==> config.mk <==
export PLATFORM = sky130hd
export DESIGN_NAME = cbm_cell
export DESIGN_NICKNAME = d
export VERILOG_FILES = /design/src/hw/rtl/callsign_blocklist_matcher_unit_defines.svh /design/src/hw/rtl/cbm_pkg.sv /design/src/hw/rtl/cbm_cell.sv
export SDC_FILE = /design/constraint.sdc
export NUM_CORES = 1
export LEC_CHECK = 0
export ABC_AREA = 1
export BUFFER_PORTS_ARGS = -buffer_cell sky130_fd_sc_hd__buf_2
export CORE_UTILIZATION = 49
export CTS_BUF_LIST = sky130_fd_sc_hd__clkbuf_4 sky130_fd_sc_hd__clkbuf_8
export CTS_CLUSTER_DIAMETER = 150
export CTS_CLUSTER_SIZE = 8
export DETAILED_ROUTE_END_ITERATION = 7
export GPL_ROUTABILITY_DRIVEN = 0
export PLACE_DENSITY = 0.84
export SYNTH_ARGS = -nofsm -noshare
export SYNTH_HDL_FRONTEND = slang
export SYNTH_SLANG_ARGS = --single-unit
==> constraint.sdc <==
create_clock -name clk -period 1.1 [get_ports clk]
set_input_delay 0.22 -clock clk [delete_from_list [all_inputs] [get_ports clk]]
set_output_delay 0.22 -clock clk [all_outputs]
set_load 0.1 [all_outputs]
==> src/hw/rtl/callsign_blocklist_matcher_unit_defines.svh <==
// Assertion macros for the callsign blocklist matcher.
// Included by RTL files that carry concurrent assertions; uses clk and rst.
`ifndef CALLSIGN_BLOCKLIST_MATCHER_UNIT_DEFINES_SVH
`define CALLSIGN_BLOCKLIST_MATCHER_UNIT_DEFINES_SVH
`ifndef SYNTHESIS
`define CBM_ASSERT(lbl, prop) \
  lbl: assert property (@(posedge clk) disable iff (rst) prop) \
    else $error("assertion failed");
`define CBM_ASSERT_ALWAYS(lbl, prop) \
  lbl: assert property (@(posedge clk) prop) else $error("assertion failed");
`else
`define CBM_ASSERT(lbl, prop)
`define CBM_ASSERT_ALWAYS(lbl, prop)
`endif
`endif

==> src/hw/rtl/cbm_pkg.sv <==
// Shared types and helpers for the callsign blocklist matcher.
// No dependencies.
`default_nettype none
package cbm_pkg;

  typedef enum logic [1:0] {
    KIND_CLEAR   = 2'd0,
    KIND_PATTERN = 2'd1,
    KIND_CALL    = 2'd2
  } kind_t;

  // broadcast control to the row of compare cells
  typedef struct packed {
    logic       wr;     // write callsign byte into the selected cell
    logic       start;  // reload window from callsign, set match
    logic       step;   // compare window with ch, shift window left
    logic [7:0] ch;
  } cell_ctl_t;

  function automatic logic [7:0] upcase(input logic [7:0] c);
    logic [7:0] r;
    r = c;
    if (c inside {[8'h61:8'h7A]}) r = c - 8'h20;
    return r;
  endfunction

endpackage
`default_nettype wire

==> src/hw/rtl/cbm_cell.sv <==
// One compare cell: holds a callsign byte, a sliding window byte and a match bit.
// Depends on cbm_pkg.
`default_nettype none
module cbm_cell (
  input  wire logic              clk,
  input  wire cbm_pkg::cell_ctl_t ctl,
  input  wire logic              sel,
  input  wire logic [7:0]        nbr_win,
  output logic [7:0]             win,
  output logic                   hit
);

  logic [7:0] call;

  always_ff @(posedge clk) begin
    if (ctl.wr && sel) begin
      call <= ctl.ch;
    end
    if (ctl.start) begin
      win <= call;
      hit <= 1'b1;
    end else if (ctl.step) begin
      hit <= hit & (win == ctl.ch);
      win <= nbr_win;
    end
  end

endmodule
`default_nettype wire

## After elaboration in Yosys (flattened, before gate mapping)

Index checks and enable logic that the tools add are counted.

| word-level totals | value |
|---|---|
| register bits | 17 |
| latch bits | 0 |
| bits in writable memories | 0 |
| bits in read-only memories | 0 |
| bits of input ports | 21 |
| output and inout bits | 9 |
| logic and storage cells | 9 |
| memories | 0 |

| cells by class | value |
|---|---|
| add/subtract/negate cells | 0 |
| multipliers | 0 |
| div/mod/pow operators | 0 |
| $lt $le $gt $ge | 0 |
| eq/ne operators | 1 |
| shift operators | 0 |
| multiplexer cells | 2 |
| bitwise logic cells | 1 |
| reductions and logical operators | 2 |

Operator list:

| kind | count |
|---|---|
| two-way mux 8 bit | 2 |
| == test 8 bit | 1 |
| nonzero test 2 bit | 1 |
| AND 1 bit | 1 |
| logical AND 1 bit | 1 |

## Logic depth before layout (Yosys ltp)

| logic depth | value |
|---|---|
| depth in word-level cells | 2 |
| depth in mapped cells | 9 |
| gate-level depth less buffers | 9 |

## Worst setup path before layout

OpenSTA, ideal clock, no wires.

| path | value |
|---|---|
| kind | flip-flop to flip-flop |
| start point | reg win[4] |
| end point | reg hit |
| setup time | 0.063 ns |
| arrival time | 1.489 ns |
| data required time | 1.037 ns |
| setup slack | -0.451 ns |
| cell stages (with the launch flop) | 8 |
| path buffers | 0 |
| clock period less this slack | 1.551 ns |
| cells stage by stage | edfxtp_1 -> xnor2_1 -> nand2_1 -> nor2_1 -> nand2_1 -> nand2_1 -> nand2_1 -> nand2_1 |

| on the way | value |
|---|---|
| word-level cells in the longest chain between the ends | 2 |

Ends and longest elaborated chain:

| element | RTL line | source |
|---|---|---|
| start, declared | cbm_cell.sv:9 | `output logic [7:0] win,` |
| start signal, assigned | cbm_cell.sv:20 | `win <= call;` |
| start signal, assigned | cbm_cell.sv:24 | `win <= nbr_win;` |
| == test 8 bit | cbm_cell.sv:23 | `hit <= hit & (win == ctl.ch);` |
| AND 1 bit | cbm_cell.sv:23 |  |
| end signal, assigned | cbm_cell.sv:23 |  |
| end, declared | cbm_cell.sv:10 | `output logic hit` |

No other way between the ends.
A chain may end at the register's enable or synchronous reset.

## Final worst setup path

| path | value |
|---|---|
| start point | reg win[5] |
| end point | reg hit |

The elaborated chain is that of the path after synthesis.

==> impl_metrics.sql <==
INSERT INTO impl_metrics (metric_group, metric, value, unit) VALUES
('routing', 'dr_iter_0_viols', '14', ''),
('routing', 'firstDrtPassIters', '4', ''),
('grt', 'overflow', '0', ''),
('timing', 'achievable-frequency', '781', 'MHz'),
('synthesis', 'synth-seq-cells', '17', ''),
('final_layout', 'num_antenna_cells', '0', ''),
('cts', 'htree_num_levels', '1', ''),
('synthesis', 'synth_top_cells_by_area', 'sky130_fd_sc_hd__edfxtp_1 (63%), sky130_fd_sc_hd__nand2_1 (22%), sky130_fd_sc_hd__xnor2_1 (4.6%), sky130_fd_sc_hd__inv_1 (4.4%), sky130_fd_sc_hd__dfxtp_1 (2.6%)', ''),
('grt', 'grt_pass1_wl', '3570', 'um'),
('final_layout', 'fin_nets', '149', ''),
('worst_setup_path', 'cp.required', '1.34', 'ns'),
('timing', 'hold_viol', '0', ''),
('grt', 'grt_max_degree', '10', ''),
('flow_run', 'drv.max_cap_violation_count', '0', ''),
('worst_setup_path', 'r2r.worst_path.cells', '10', ''),
('worst_setup_path', 'cp_data_arrival_time', '1.52', 'ns'),
('routing', 'viasPerCell', '5.09', ''),
('placement', 'post-place-ws', '-0.0171', 'ns'),
('cts', 'cts_root_buf', 'sky130_fd_sc_hd__clkbuf_4', ''),
('timing', 'worst-slew-pin-transition', '0.323', 'ns'),
('die', 'design.die.area', '1720', 'sq um'),
('synthesis', 'synth_seq_area_share', '65.6', '%'),
('worst_setup_path', 'worst_setup_path_end_kind', 'flop', ''),
('synthesis', 'syn_area', '763', 'sq um'),
('die', 'placement_rows', '13', ''),
('worst_setup_path', 'worst_setup_path_start_kind', 'flop', ''),
('hold_path', 'min-delay-start', 'ctl[6]', ''),
('final_layout', 'area.growth.synth_to_final', '62.5', '%'),
('timing', 'finalWorstPathRequiredPeriod', '1.28', 'ns'),
('die', 'design.core.area', '1370', 'sq um'),
('hold_path', 'min_delay_worst_endpoint', 'call[6]', ''),
('outcome', 'violated_checks', 'setup timing', ''),
('die', 'die-width', '41.5', 'um'),
('timing', 'slew_violations', '0', ''),
('die', 'initial_core_utilization', '55.9', '%'),
('timing', 'least_setup_slack_across_all_paths_after_layout', '-0.181', 'ns'),
('placement', 'placedInstanceArea', '1120', 'sq um'),
('worst_setup_path', 'path_max_fanout', '2', ''),
('synthesis', 'synth.largest_area_cell', 'sky130_fd_sc_hd__edfxtp_1', ''),
('timing', 'timing.max_slew.rel_slack', '78.4', '%'),
('grt', 'antenna_violations_before_repair', '0', ''),
('hold_path', 'worst_hold_path.num_cells', '1', ''),
('synthesis', 'syn-instance-count', '80', ''),
('routing', 'antenna_violating_nets_post_route', '0', ''),
('cts', 'clkSinkCount', '17', ''),
('timing', 'rsz0062_at_grt', 'yes', ''),
('cts', 'clock_latency', '0.30', 'ns'),
('routing', 'total_wire_length_after_detailed_routing', '2300', 'um'),
('pwr', 'total_leakage_power', '0.618', 'nW'),
('pwr', 'vdd.ir_drop.worst', '1.07', 'mV'),
('final_layout', 'filler_cell_count', '58', ''),
('grt', 'first_global_vias', '776', ''),
('synthesis', 'post_synth_num_cell_types', '9', ''),
('hold_path', 'hold_class', 'in2reg', ''),
('synthesis', 'ys.warnings.count', '0', ''),
('synthesis', 'synth_area_per_cell', '9.54', 'sq um'),
('cts', 'tritoncts', 'yes', ''),
('synthesis', 'share_of_yosys_cell_area_claimed_by_the_top_area_cell_type', '63.0', '%'),
('final_layout', 'final_cell_area', '1240', 'sq um'),
('cts', 'clkTransAtPathRegs', '0.10', 'ns'),
('placement', 'port_buffers', '29', ''),
('outcome', 'outcome', 'complete, but fails checks', ''),
('placement', 'hpwl', '1320', 'um'),
('timing', 'fin_crit_sh', '116', '%'),
('worst_setup_path', 'rr_startpoint', 'win[5]', ''),
('final_layout', 'layout-drive-gt1-share', '43.3', '%'),
('pwr', 'p_per_area', '1470', 'nW/um^2'),
('die', 'chipHeight', '41.5', 'um'),
('worst_setup_path', 'reg2reg_setup_slack', '-0.18', 'ns'),
('routing', 'vias', '723', ''),
('routing', 'wl_per_cell', '16.2', 'um'),
('timing', 'finalSetupViolations', '9', ''),
('cts', 'maximum_buffer_depth_of_the_clock_tree', '2', ''),
('synthesis', 'postSynthNetCount', '101', ''),
('cts', 'tritoncts.num_buffers', '3', ''),
('routing', 'drc_violations', '0', ''),
('die', 'io_pins', '30', ''),
('worst_setup_path', 'worst-setup-path-type', 'reg2reg', ''),
('worst_setup_path', 'reg2reg_to', 'hit', ''),
('timing', 'fin_worst_hold_slack', '0.115', 'ns'),
('grt', 'grt_util_all_layers', '29.0', '%'),
('timing', 'finClkSkew', '0.00270', 'ns'),
('cts', 'cts-hold-fix-buffers', '0', '');
==> metrics by stage <==
stage / std cells / setup TNS (ns) / util [%] / power, mW
after global placement: 132 / 0 / 82.2 / 1.36
after floorplan: 80 / -0.857 / - / 1.12
final: 142 / -1.33 / 90.8 / 1.82
after detailed placement: 132 / -0.0187 / 82.2 / 1.38
after global routing: 142 / -1.65 / 90.8 / 1.87
after CTS: 142 / -0.950 / 89.7 / 1.76
==> placed cells by master, fill, tap and decap left out, drive strengths merged <==
| master | count |
|---|---|
| clkinv | 1 |
| clkbuf | 4 |
| or2 | 1 |
| dfxtp | 1 |
| buf | 44 |
| nor2 | 2 |
| edfxtp | 16 |
| inv | 9 |
| xnor2 | 4 |
| nand2 | 45 |
==> cell usage after synthesis, drive strengths merged <==
| library cell | instances |
|---|---|
| dfxtp | 1 |
| nand2 | 45 |
| xnor2 | 4 |
| edfxtp | 16 |
| nor2 | 2 |
| buf | 1 |
| clkinv | 1 |
| inv | 9 |
| or2 | 1 |
==> flip-flops by register name (all words and copies together) (netlist names) <==
name  count
win       8
call      8
hit       1
==> report_power, final <==
group | leakage (nW) | total, mW | internal [mW] | switching [mW]
Combinational | 0.434 | 0.637 | 0.263 | 0.374
Clock | 0.0184 | 0.377 | 0.166 | 0.210
Sequential | 0.166 | 0.805 | 0.769 | 0.0360
==> repair_timing <==
action | 4_1_cts | 5_1_grt
setup endpoints to repair | 8 | 10
gates resized for setup | 7 | 7
setup buffers | 7 | 0
pin swaps | 0 | 8
==> cell type report <==
type	count	area [sq um]	share of cell area, %
Clock buffer	4	30.0	2.42
Sequential cell	17	502	40.5
Inverter	10	37.5	3.03
Multi-Input combinational cell	52	225	18.2
Timing Repair Buffer	44	427	34.4
Tap cell	15	18.8	1.51
==> worst max-delay path by stage <==
stage,startpoint,endpoint,slack [ns],cells past startpoint
after floorplan,win[3],hit,-0.44,9
after global placement,ctl[9],win[1],0.03,4
after detailed placement,ctl[9],win[6],-0.02,4
after CTS,win[4],win[4],-0.13,2
after global routing,win[7],hit,-0.26,10
final,win[5],hit,-0.18,10
==> cells by family (layout without fill, tap and decap cells) <==
group	after synthesis	count (layout)	synth area share (%)
buffers and inverters	11	58	5.90
XOR/XNOR	4	4	4.59
flip-flops	17	17	65.6
AND/OR/NAND/NOR	48	48	23.9
==> critical path, cell delays in order, from the launching register on <==
cell	delay, ns
sky130_fd_sc_hd__edfxtp_1	0.43
sky130_fd_sc_hd__buf_4	0.16
sky130_fd_sc_hd__inv_1	0.05
sky130_fd_sc_hd__nand2_1	0.05
sky130_fd_sc_hd__nand2_1	0.05
sky130_fd_sc_hd__nand2_1	0.06
sky130_fd_sc_hd__nor2_1	0.13
sky130_fd_sc_hd__nand2_1	0.09
sky130_fd_sc_hd__nand2_1	0.08
sky130_fd_sc_hd__nand2_1	0.06
sky130_fd_sc_hd__nand2_1	0.07
==> layer usage <==
metal / up-vias / GRT usage, % / share of wire [%]
met1: 323 / 35.0 / 37
li1: 340 / - / -
met4: 0 / 16.8 / 3.8
met3: 11 / 6.96 / 8.5
met2: 49 / 47.2 / 51
met5: - / 0 / 0
Note: power is estimated with default switching activity, not from simulation.
